## config.mk

```make
export PLATFORM = sky130hd
export DESIGN_NAME = sorted_insert_list_table_top
export DESIGN_NICKNAME = d
export VERILOG_FILES = /design/src/hw/rtl/silt_pkg.sv /design/src/hw/rtl/silt_ctrl.sv /design/src/hw/rtl/silt_dp.sv /design/src/hw/rtl/sorted_insert_list_table_top.sv
export SDC_FILE = /design/constraint.sdc
export NUM_CORES = 2
export LEC_CHECK = 0
export ABC_AREA = 1
export BUFFER_PORTS_ARGS = -buffer_cell sky130_fd_sc_hd__buf_2
export CORE_UTILIZATION = 50
export CTS_BUF_LIST = sky130_fd_sc_hd__clkbuf_8 sky130_fd_sc_hd__clkbuf_16
export DETAILED_ROUTE_END_ITERATION = 10
export PLACE_DENSITY = 0.71
export RECOVER_POWER = 50
export SLEW_MARGIN = 20
export SYNTH_ARGS = -nofsm -noshare
export SYNTH_HDL_FRONTEND = slang
export SYNTH_SLANG_ARGS = --single-unit
```

## constraint.sdc

```tcl
create_clock -name clk -period 6.15 [get_ports clk]
set_input_delay 1.23 -clock clk [delete_from_list [all_inputs] [get_ports clk]]
set_output_delay 1.23 -clock clk [all_outputs]
set_load 0.05 [all_outputs]
```

## src/hw/rtl/silt_pkg.sv

```systemverilog
// silt_pkg: shared constants, codes and control/status types for the sorted list table
// used by silt_ctrl, silt_dp and sorted_insert_list_table_top; no dependencies
`timescale 1ns / 1ps
`default_nettype none

package silt_pkg;

  localparam int LIST_DEPTH_DEF = 16;
  localparam int NUM_LISTS_DEF  = 3;

  localparam int FUNC_W    = 2;
  localparam int SEL_W     = 2;
  localparam int ID_W      = 16;
  localparam int POS_W     = 10;
  localparam int CNT_OUT_W = 5;

  typedef enum logic [FUNC_W-1:0] {
    FN_INSERT = 2'd0,
    FN_DELETE = 2'd1,
    FN_QUERY  = 2'd2
  } func_t;

  typedef enum logic [2:0] {
    ST_IDLE,
    ST_START,
    ST_RD,
    ST_CHK,
    ST_PUT,
    ST_FIN
  } state_t;

  // datapath -> controller
  typedef struct packed {
    logic list_ok;
    logic is_ins;
    logic is_del;
    logic cnt_zero;
    logic full;
    logic pos_ge;
    logic id_hit;
    logic found;
    logic last;
    logic idx_one;
    logic out_busy;
  } silt_sts_t;

  // controller -> datapath
  typedef struct packed {
    logic accept;
    logic idx_from_cnt;
    logic idx_clear;
    logic ins_shift;
    logic put_new;
    logic del_step;
    logic cnt_dec;
    logic out_load;
  } silt_cmd_t;

endpackage

`default_nettype wire

```

## src/hw/rtl/silt_ctrl.sv

```systemverilog
// silt_ctrl: sequencer for insert, delete and query transactions
// depends on silt_pkg (state, command and status types)
`timescale 1ns / 1ps
`default_nettype none

module silt_ctrl (
  input  wire logic               clk,
  input  wire logic               rst_n,
  input  wire logic               in_valid,
  output logic                    in_stall,
  input  wire silt_pkg::silt_sts_t sts,
  output silt_pkg::silt_cmd_t     cmd
);

  silt_pkg::state_t state_r;
  silt_pkg::state_t state_nxt;

  always_ff @(posedge clk) begin
    if (!rst_n) begin
      state_r <= silt_pkg::ST_IDLE;
    end else begin
      state_r <= state_nxt;
    end
  end

  assign in_stall = (state_r != silt_pkg::ST_IDLE);

  always_comb begin
    state_nxt = state_r;
    cmd       = '0;
    unique case (state_r)
      silt_pkg::ST_IDLE: begin
        if (in_valid) begin
          cmd.accept = 1'b1;
          state_nxt  = silt_pkg::ST_START;
        end
      end
      silt_pkg::ST_START: begin
        if (!sts.list_ok || !(sts.is_ins || sts.is_del)) begin
          state_nxt = silt_pkg::ST_FIN;
        end else if (sts.is_ins) begin
          if (sts.full) begin
            state_nxt = silt_pkg::ST_FIN;
          end else begin
            cmd.idx_from_cnt = 1'b1;
            state_nxt = sts.cnt_zero ? silt_pkg::ST_PUT : silt_pkg::ST_RD;
          end
        end else begin
          if (sts.cnt_zero) begin
            state_nxt = silt_pkg::ST_FIN;
          end else begin
            cmd.idx_clear = 1'b1;
            state_nxt     = silt_pkg::ST_RD;
          end
        end
      end
      silt_pkg::ST_RD: begin
        state_nxt = silt_pkg::ST_CHK;
      end
      silt_pkg::ST_CHK: begin
        if (sts.is_ins) begin
          // walk down from the top, moving entries up until the slot is found
          if (sts.pos_ge) begin
            cmd.ins_shift = 1'b1;
            state_nxt = sts.idx_one ? silt_pkg::ST_PUT : silt_pkg::ST_RD;
          end else begin
            state_nxt = silt_pkg::ST_PUT;
          end
        end else begin
          cmd.del_step = 1'b1;
          if (sts.last) begin
            cmd.cnt_dec = sts.found || sts.id_hit;
            state_nxt   = silt_pkg::ST_FIN;
          end else begin
            state_nxt = silt_pkg::ST_RD;
          end
        end
      end
      silt_pkg::ST_PUT: begin
        cmd.put_new = 1'b1;
        state_nxt   = silt_pkg::ST_FIN;
      end
      silt_pkg::ST_FIN: begin
        if (!sts.out_busy) begin
          cmd.out_load = 1'b1;
          state_nxt    = silt_pkg::ST_IDLE;
        end
      end
      default: begin
        state_nxt = silt_pkg::ST_IDLE;
      end
    endcase
  end

endmodule

`default_nettype wire

```

## src/hw/rtl/silt_dp.sv

```systemverilog
// silt_dp: entry memory, per-list counts, walk index and result register
// depends on silt_pkg (field widths, codes, command and status types)
`timescale 1ns / 1ps
`default_nettype none

module silt_dp #(
  parameter int LIST_DEPTH = silt_pkg::LIST_DEPTH_DEF,
  parameter int NUM_LISTS  = silt_pkg::NUM_LISTS_DEF
) (
  input  wire logic                           clk,
  input  wire logic                           rst_n,
  input  wire logic [silt_pkg::FUNC_W-1:0]    in_func,
  input  wire logic [silt_pkg::SEL_W-1:0]     in_list_sel,
  input  wire logic [silt_pkg::ID_W-1:0]      in_item_id,
  input  wire logic [silt_pkg::POS_W-1:0]     in_position,
  output logic                                out_valid,
  input  wire logic                           out_stall,
  output logic                                out_ok,
  output logic                                out_list_empty,
  output logic [silt_pkg::CNT_OUT_W-1:0]      out_list_count,
  input  wire silt_pkg::silt_cmd_t            cmd,
  output silt_pkg::silt_sts_t                 sts
);

  localparam int SW        = $clog2(LIST_DEPTH);
  localparam int CW        = $clog2(LIST_DEPTH + 1);
  localparam int LW        = (NUM_LISTS > 1) ? $clog2(NUM_LISTS) : 1;
  localparam int AW        = LW + SW;
  localparam int MEM_DEPTH = 1 << AW;
  localparam int EW        = silt_pkg::ID_W + silt_pkg::POS_W;
  localparam logic [3:0]    NUM_LISTS_V = 4'(NUM_LISTS);
  localparam logic [CW-1:0] FULL_CNT    = CW'(LIST_DEPTH);

  logic [silt_pkg::FUNC_W-1:0] func_r;
  logic [silt_pkg::SEL_W-1:0]  sel_r;
  logic [silt_pkg::ID_W-1:0]   id_r;
  logic [silt_pkg::POS_W-1:0]  pos_r;
  logic [SW-1:0]               idx_r;
  logic [SW-1:0]               idx_nxt;
  logic                        ok_r;
  logic [CW-1:0]               counts_r [NUM_LISTS];
  logic [EW-1:0]               mem [MEM_DEPTH];
  logic [EW-1:0]               rdata_r;

  logic                        out_valid_r;
  logic                        out_ok_r;
  logic                        out_empty_r;
  logic [silt_pkg::CNT_OUT_W-1:0] out_count_r;
  logic                        out_ok_nxt;
  logic                        out_empty_nxt;
  logic [silt_pkg::CNT_OUT_W-1:0] out_count_nxt;

  logic [LW+silt_pkg::SEL_W-1:0] sel_ext;
  logic [LW-1:0]               li;
  logic                        list_ok;
  logic [CW-1:0]               cnt_cur;
  logic [CW+silt_pkg::CNT_OUT_W-1:0] cnt_wide;
  logic                        is_ins;
  logic                        is_del;
  logic                        is_query;
  logic [silt_pkg::ID_W-1:0]   rd_id;
  logic [silt_pkg::POS_W-1:0]  rd_pos;
  logic [AW-1:0]               rd_addr;
  logic                        wr_en;
  logic [AW-1:0]               wr_addr;
  logic [EW-1:0]               wr_data;

  // transaction fields
  always_ff @(posedge clk) begin
    if (cmd.accept) begin
      func_r <= in_func;
      sel_r  <= in_list_sel;
      id_r   <= in_item_id;
      pos_r  <= in_position;
    end
  end

  assign sel_ext = {{LW{1'b0}}, sel_r};
  assign li      = sel_ext[LW-1:0];
  assign list_ok = ({2'b00, sel_r} < NUM_LISTS_V);
  assign cnt_cur = list_ok ? counts_r[li] : '0;

  always_comb begin
    is_ins   = 1'b0;
    is_del   = 1'b0;
    is_query = 1'b0;
    unique case (func_r)
      silt_pkg::FN_INSERT: is_ins   = 1'b1;
      silt_pkg::FN_DELETE: is_del   = 1'b1;
      silt_pkg::FN_QUERY:  is_query = 1'b1;
      default: begin
      end
    endcase
  end

  // walk index: slot being filled on insert, slot being read on delete
  always_comb begin
    idx_nxt = idx_r;
    if (cmd.idx_from_cnt) begin
      idx_nxt = cnt_cur[SW-1:0];
    end else if (cmd.idx_clear) begin
      idx_nxt = '0;
    end else if (cmd.ins_shift) begin
      idx_nxt = idx_r - SW'(1);
    end else if (cmd.del_step) begin
      idx_nxt = idx_r + SW'(1);
    end
  end

  always_ff @(posedge clk) begin
    idx_r <= idx_nxt;
  end

  always_ff @(posedge clk) begin
    if (cmd.accept) begin
      ok_r <= 1'b0;
    end else if (cmd.put_new || (cmd.del_step && sts.id_hit)) begin
      ok_r <= 1'b1;
    end
  end

  // entry memory
  assign rd_addr = is_ins ? {li, idx_r - SW'(1)} : {li, idx_r};

  always_comb begin
    wr_en   = 1'b0;
    wr_addr = {li, idx_r};
    wr_data = rdata_r;
    if (cmd.put_new) begin
      wr_en   = 1'b1;
      wr_data = {id_r, pos_r};
    end else if (cmd.ins_shift) begin
      wr_en = 1'b1;
    end else if (cmd.del_step && ok_r) begin
      // pull later entries down over the removed one
      wr_en   = 1'b1;
      wr_addr = {li, idx_r - SW'(1)};
    end
  end

  always_ff @(posedge clk) begin
    if (wr_en) begin
      mem[wr_addr] <= wr_data;
    end
    rdata_r <= mem[rd_addr];
  end

  assign rd_id  = rdata_r[EW-1:silt_pkg::POS_W];
  assign rd_pos = rdata_r[silt_pkg::POS_W-1:0];

  always_ff @(posedge clk) begin
    if (!rst_n) begin
      for (int i = 0; i < NUM_LISTS; i++) begin
        counts_r[i] <= '0;
      end
    end else begin
      for (int i = 0; i < NUM_LISTS; i++) begin
        if (li == LW'(i)) begin
          if (cmd.put_new) begin
            counts_r[i] <= counts_r[i] + CW'(1);
          end else if (cmd.cnt_dec) begin
            counts_r[i] <= counts_r[i] - CW'(1);
          end
        end
      end
    end
  end

  assign sts.list_ok  = list_ok;
  assign sts.is_ins   = is_ins;
  assign sts.is_del   = is_del;
  assign sts.cnt_zero = (cnt_cur == '0);
  assign sts.full     = (cnt_cur == FULL_CNT);
  assign sts.pos_ge   = (rd_pos >= pos_r);
  assign sts.id_hit   = (rd_id == id_r);
  assign sts.found    = ok_r;
  assign sts.last     = ((CW'(idx_r) + CW'(1)) == cnt_cur);
  assign sts.idx_one  = (idx_r == SW'(1));
  assign sts.out_busy = out_valid_r && out_stall;

  // result register
  assign cnt_wide = {{silt_pkg::CNT_OUT_W{1'b0}}, cnt_cur};

  always_comb begin
    if (!list_ok) begin
      out_ok_nxt    = 1'b0;
      out_empty_nxt = 1'b1;
      out_count_nxt = '0;
    end else begin
      out_empty_nxt = (cnt_cur == '0);
      out_ok_nxt    = is_query ? (cnt_cur == '0) : ok_r;
      out_count_nxt = cnt_wide[silt_pkg::CNT_OUT_W-1:0];
    end
  end

  always_ff @(posedge clk) begin
    if (!rst_n) begin
      out_valid_r <= 1'b0;
    end else if (cmd.out_load) begin
      out_valid_r <= 1'b1;
    end else if (!out_stall) begin
      out_valid_r <= 1'b0;
    end
  end

  always_ff @(posedge clk) begin
    if (cmd.out_load) begin
      out_ok_r    <= out_ok_nxt;
      out_empty_r <= out_empty_nxt;
      out_count_r <= out_count_nxt;
    end
  end

  assign out_valid      = out_valid_r;
  assign out_ok         = out_ok_r;
  assign out_list_empty = out_empty_r;
  assign out_list_count = out_count_r;

  // a stored insert raises the selected list's count by one
  a_put_inc: assert property (@(posedge clk) disable iff (!rst_n)
    cmd.put_new |=> counts_r[$past(li)] == ($past(cnt_cur) + CW'(1)))
    else $error("insert did not advance list count");

  // a delete only shrinks the list when the id was seen
  a_dec_found: assert property (@(posedge clk) disable iff (!rst_n)
    cmd.cnt_dec |-> (ok_r || sts.id_hit))
    else $error("count decremented without a matching id");

  // a waiting result is never overwritten
  a_no_overwrite: assert property (@(posedge clk) disable iff (!rst_n)
    cmd.out_load |-> !(out_valid_r && out_stall))
    else $error("result register overwritten while stalled");

endmodule

`default_nettype wire

```

## src/hw/rtl/sorted_insert_list_table_top.sv

```systemverilog
// sorted_insert_list_table_top: NUM_LISTS sorted (id, position) lists with insert/delete/query
// depends on silt_pkg, silt_ctrl and silt_dp
`timescale 1ns / 1ps
`default_nettype none

// One transaction at a time; every transaction returns one result. All lists share one
// entry memory with one read and one write port, walked slot by slot (read, then check and
// move), so the cost depends on list contents. A query, a bad list, an unused code or a
// full/empty failure skips the walk; an insert walks down over the entries with position
// not less than the new one, moving each up, and a delete walks all n entries of the list,
// where n is the list's count. The next transaction can be taken in the cycle after the
// result is loaded, even while that result is still stalled; a result still waiting when
// the next one is ready holds the sequencer until it leaves. No clearing pass after reset:
// the counts reset to zero and slots above a list's count are never read.

module sorted_insert_list_table_top #(
  parameter int LIST_DEPTH = silt_pkg::LIST_DEPTH_DEF,
  parameter int NUM_LISTS  = silt_pkg::NUM_LISTS_DEF
) (
  input  wire logic                        clk,
  input  wire logic                        rst_n,
  input  wire logic                        in_valid,
  output logic                             in_stall,
  input  wire logic [silt_pkg::FUNC_W-1:0] in_func,
  input  wire logic [silt_pkg::SEL_W-1:0]  in_list_sel,
  input  wire logic [silt_pkg::ID_W-1:0]   in_item_id,
  input  wire logic [silt_pkg::POS_W-1:0]  in_position,
  output logic                             out_valid,
  input  wire logic                        out_stall,
  output logic                             out_ok,
  output logic                             out_list_empty,
  output logic [silt_pkg::CNT_OUT_W-1:0]   out_list_count
);

  silt_pkg::silt_cmd_t cmd;
  silt_pkg::silt_sts_t sts;

  silt_ctrl u_ctrl (
    .clk      (clk),
    .rst_n    (rst_n),
    .in_valid (in_valid),
    .in_stall (in_stall),
    .sts      (sts),
    .cmd      (cmd)
  );

  silt_dp #(
    .LIST_DEPTH (LIST_DEPTH),
    .NUM_LISTS  (NUM_LISTS)
  ) u_dp (
    .clk            (clk),
    .rst_n          (rst_n),
    .in_func        (in_func),
    .in_list_sel    (in_list_sel),
    .in_item_id     (in_item_id),
    .in_position    (in_position),
    .out_valid      (out_valid),
    .out_stall      (out_stall),
    .out_ok         (out_ok),
    .out_list_empty (out_list_empty),
    .out_list_count (out_list_count),
    .cmd            (cmd),
    .sts            (sts)
  );

endmodule

`default_nettype wire

```

==> results_dict.tcl <==
set metrics [dict create \
    slew_headroom_pct -199.5 \
    cts_resized 0 \
    p_per_area_nw_per_um2 481.5 \
    cpPeakStageDelay_ns 3.31 \
    rsz0062_at_grt "no" \
    dr.pass1.iters 6 \
    layout_worst_path_cycle_share_pct 88.16 \
    yosys-top-cells-count "edfxtp_1 (1720), nand2_1 (1475), nand3_1 (503)" \
    port-buffer-count 42 \
    drt_iter0_markers 7090 \
    antenna_found_initial 5 \
    crit_required_ns 6.69 \
    drc_errors 0 \
    grt_busiest_layer "met2" \
    crit_arrival_ns 5.96 \
    status "finished, violations left" \
    rows 139 \
    grtUsageMet2_pct 40.38 \
    grt_usage_pct 26.63 \
    cp_max_fo 40 \
    coreArea_sq_um 143500 \
    vias 47026 \
    clock.fmax_mhz 184.4 \
    cts_buffers 166 \
    use_met1_pct 37.45 \
    pre_cts_ws_ns 1.848 \
    hold_violations 0 \
    mappedNetlistNets 5932 \
    drv_slew 1230 \
    routed_wirelength_mm 195.7 \
    synth_area_leaders "edfxtp_1 (71%), nand2_1 (7.7%), o211ai_1 (4.2%)" \
    p_total_mw 38.39 \
    grtUsageMet3_pct 5.284 \
    syn_area_sq_um 72250 \
    synth_area_per_cell_sq_um 12.30 \
    cellLeakagePower_nw 28.17 \
    synth_edf_count 1720 \
    area_delta_synth_final_pct 10.36 \
    grt_pass1_vias 43928 \
    worst_slack_ns 0.7280 \
    critical_path.cell_chain "nor2_1, nand2_2, buf_4, o21ai_0, buf_4" \
    multiInputGateArea_sq_um 17390 \
    drv_cap 36 \
    syn_inst 5875 \
    final.setup.tns_ns 0 \
    ant_nets 0 \
    finalNetCount 5913 \
    place.gp.congestion 0.9406 \
    violations "max-capacitance violations, max-slew violations" \
    io_pins 43 \
    gr-total-overflow 0 \
    end_kind "flop" \
    clkLatencyLatePin_ns 0.81 \
    nFillCells 11344 \
    dp_hpwl_mm 109.8 \
    finClkSkew_ns 0.03351 \
    crit_path_start_kind "flop" \
    cts_tree "yes" \
    cts-htree-levels 4 \
    drive_above_1_share_pct 8.264 \
    yosys.area.top_type_share_pct 71.49 \
    grt_pass1_wl_mm 287.8 \
    worst_pin_slew_ns 4.446 \
    post-synth-top-area-cell "edfxtp_1" \
    cts.sinks 1753 \
    cp_common_cell "buf_4" \
    synthDistinctLibCells 40 \
    synth_most_common_cell "edfxtp_1" \
    fin_crit_ns 5.422 \
    dieArea_sq_um 146000 \
    grt_max_degree 189 \
    ys_warn_count 0 \
    async_flop_share_pct 0 \
    finalSetupViolCount 0 \
    die_w_um 382.1 \
    synth-main-ff-cell "edfxtp_1" \
    wl_per_cell_um 24.79 \
    crit_slowest_cell "o21ai_0" \
    crit_type "flop to flop" \
    ys_seq_area_share_pct 72.40 \
    ctsHoldBuffers 0 \
    via_per_inst 5.956 \
    cts_setup_buffers 0 \
    hold_class "flop to flop" \
    cts_buffer_depth 3 \
    clkTransAtPathRegs_ns 0.06 \
    register_area_sq_um 52310 \
    root_buffer "clkbuf_16" \
    synth-seq-cells 1753 \
    die_h_um 382.1 \
    vdd_ir_drop_max_uv 435.2 \
    start_util_pct 50.35 \
]
==> flip-flops by register name, summed over array words and instances, names as in the netlist, named ones only <==
register / count
u_dp.out_valid: 1
u_dp.counts_r: 15
u_dp.out_ok: 1
u_dp.id_r: 16
u_dp.idx_r: 4
u_dp.out_list_count: 5
u_dp.func_r: 2
u_ctrl.state_r: 3
u_dp.pos_r: 10
u_dp.ok_r: 1
u_dp.li: 2
u_dp.mem: 1664
u_dp.rdata_r: 26
u_dp.out_list_empty: 1
==> per-stage QoR <==
stage	instance area (sq um)	utilization, %	instances	hold WS [ns]
after global routing	79730	55.57	7894	0.5394
final	79730	55.57	7895	0.5094
after global placement	74700	52.06	7590	0.4892
after detailed placement	74700	52.06	7590	0.4979
after CTS	79970	55.73	7892	0.5070
after floorplan	72250	-	5875	0.4737
==> kinds of logic after synthesis <==
group	Yosys count	share of synthesized area (%)
and+or+nand+nor	2442	14.24
DFF	1753	72.40
AOI/OAI and AO/OA	991	8.604
buffers and inverters	635	3.938
xor gates and xnor gates	31	0.3966
adders and majority gates	23	0.4191
==> power by group <==
part           internal (mW)  switching (mW)  total, mW
clock                   5.55            4.36       9.91
combinational           2.62            9.71       12.3
sequential              16.0           0.196       16.2
total                   24.1            14.3       38.4
==> cell usage in the layout (no fill, tap or decap), types with 32 or more instances in the layout <==
master     netlist  final
buf_4           41     95
clkbuf_1       104     43
clkbuf_16        0    173
clkinv_1         1     36
dfxtp_1         33     33
edfxtp_1      1720   1720
inv_1          257    293
nand2_1       1475   1473
nand3_1        503    503
nand4_1         33     33
nor2_1         275    210
nor2_2           1     56
o211ai_1       401    401
o21ai_0        361    356
o21ai_1        115    115
o21bai_1        90     90
or2_0           58     58
or2_1           50     50
or2_2           32     32
==> worst paths after layout <==
check,slack (ns),end,cells after the start,startpoint
worst min-delay path,0.51,u_ctrl.state_r[0],2,u_ctrl.state_r[0]
worst max register to register,0.73,u_dp.mem[52][7],5,u_ctrl.state_r[1]
worst min register to register,0.51,u_ctrl.state_r[0],2,u_ctrl.state_r[0]
worst max-delay path,0.73,u_dp.mem[52][7],5,u_ctrl.state_r[1]
==> critical path, delay by kind of cell (launching register included) <==
kind | cells | cell delay [ns]
compound gates | 1 | 3.31
buf+inv | 2 | 1.07
flops | 1 | 0.35
simple gates | 2 | 0.31
==> layer usage <==
metal | vias to the layer above | part of all wire [%] | wire (um)
met1 | 22971 | 39 | 76070
met3 | 412 | 12 | 22790
met4 | 2 | 4.4 | 8660
met2 | 2712 | 45 | 88160
li1 | 20929 | - | -
met5 | - | 0.0066 | 13
==> area by class of cell <==
cell class,count,share of cell area [%]
clock buffers,180,5.550
multi-input cells,3487,21.81
repair buffers,176,1.674
flip-flops and latches,1753,65.61
well taps,1903,2.986
clock inverters,122,1.055
diodes,2,0.006277
inverters,272,1.309
Note: power is estimated with default switching activity, not from simulation.
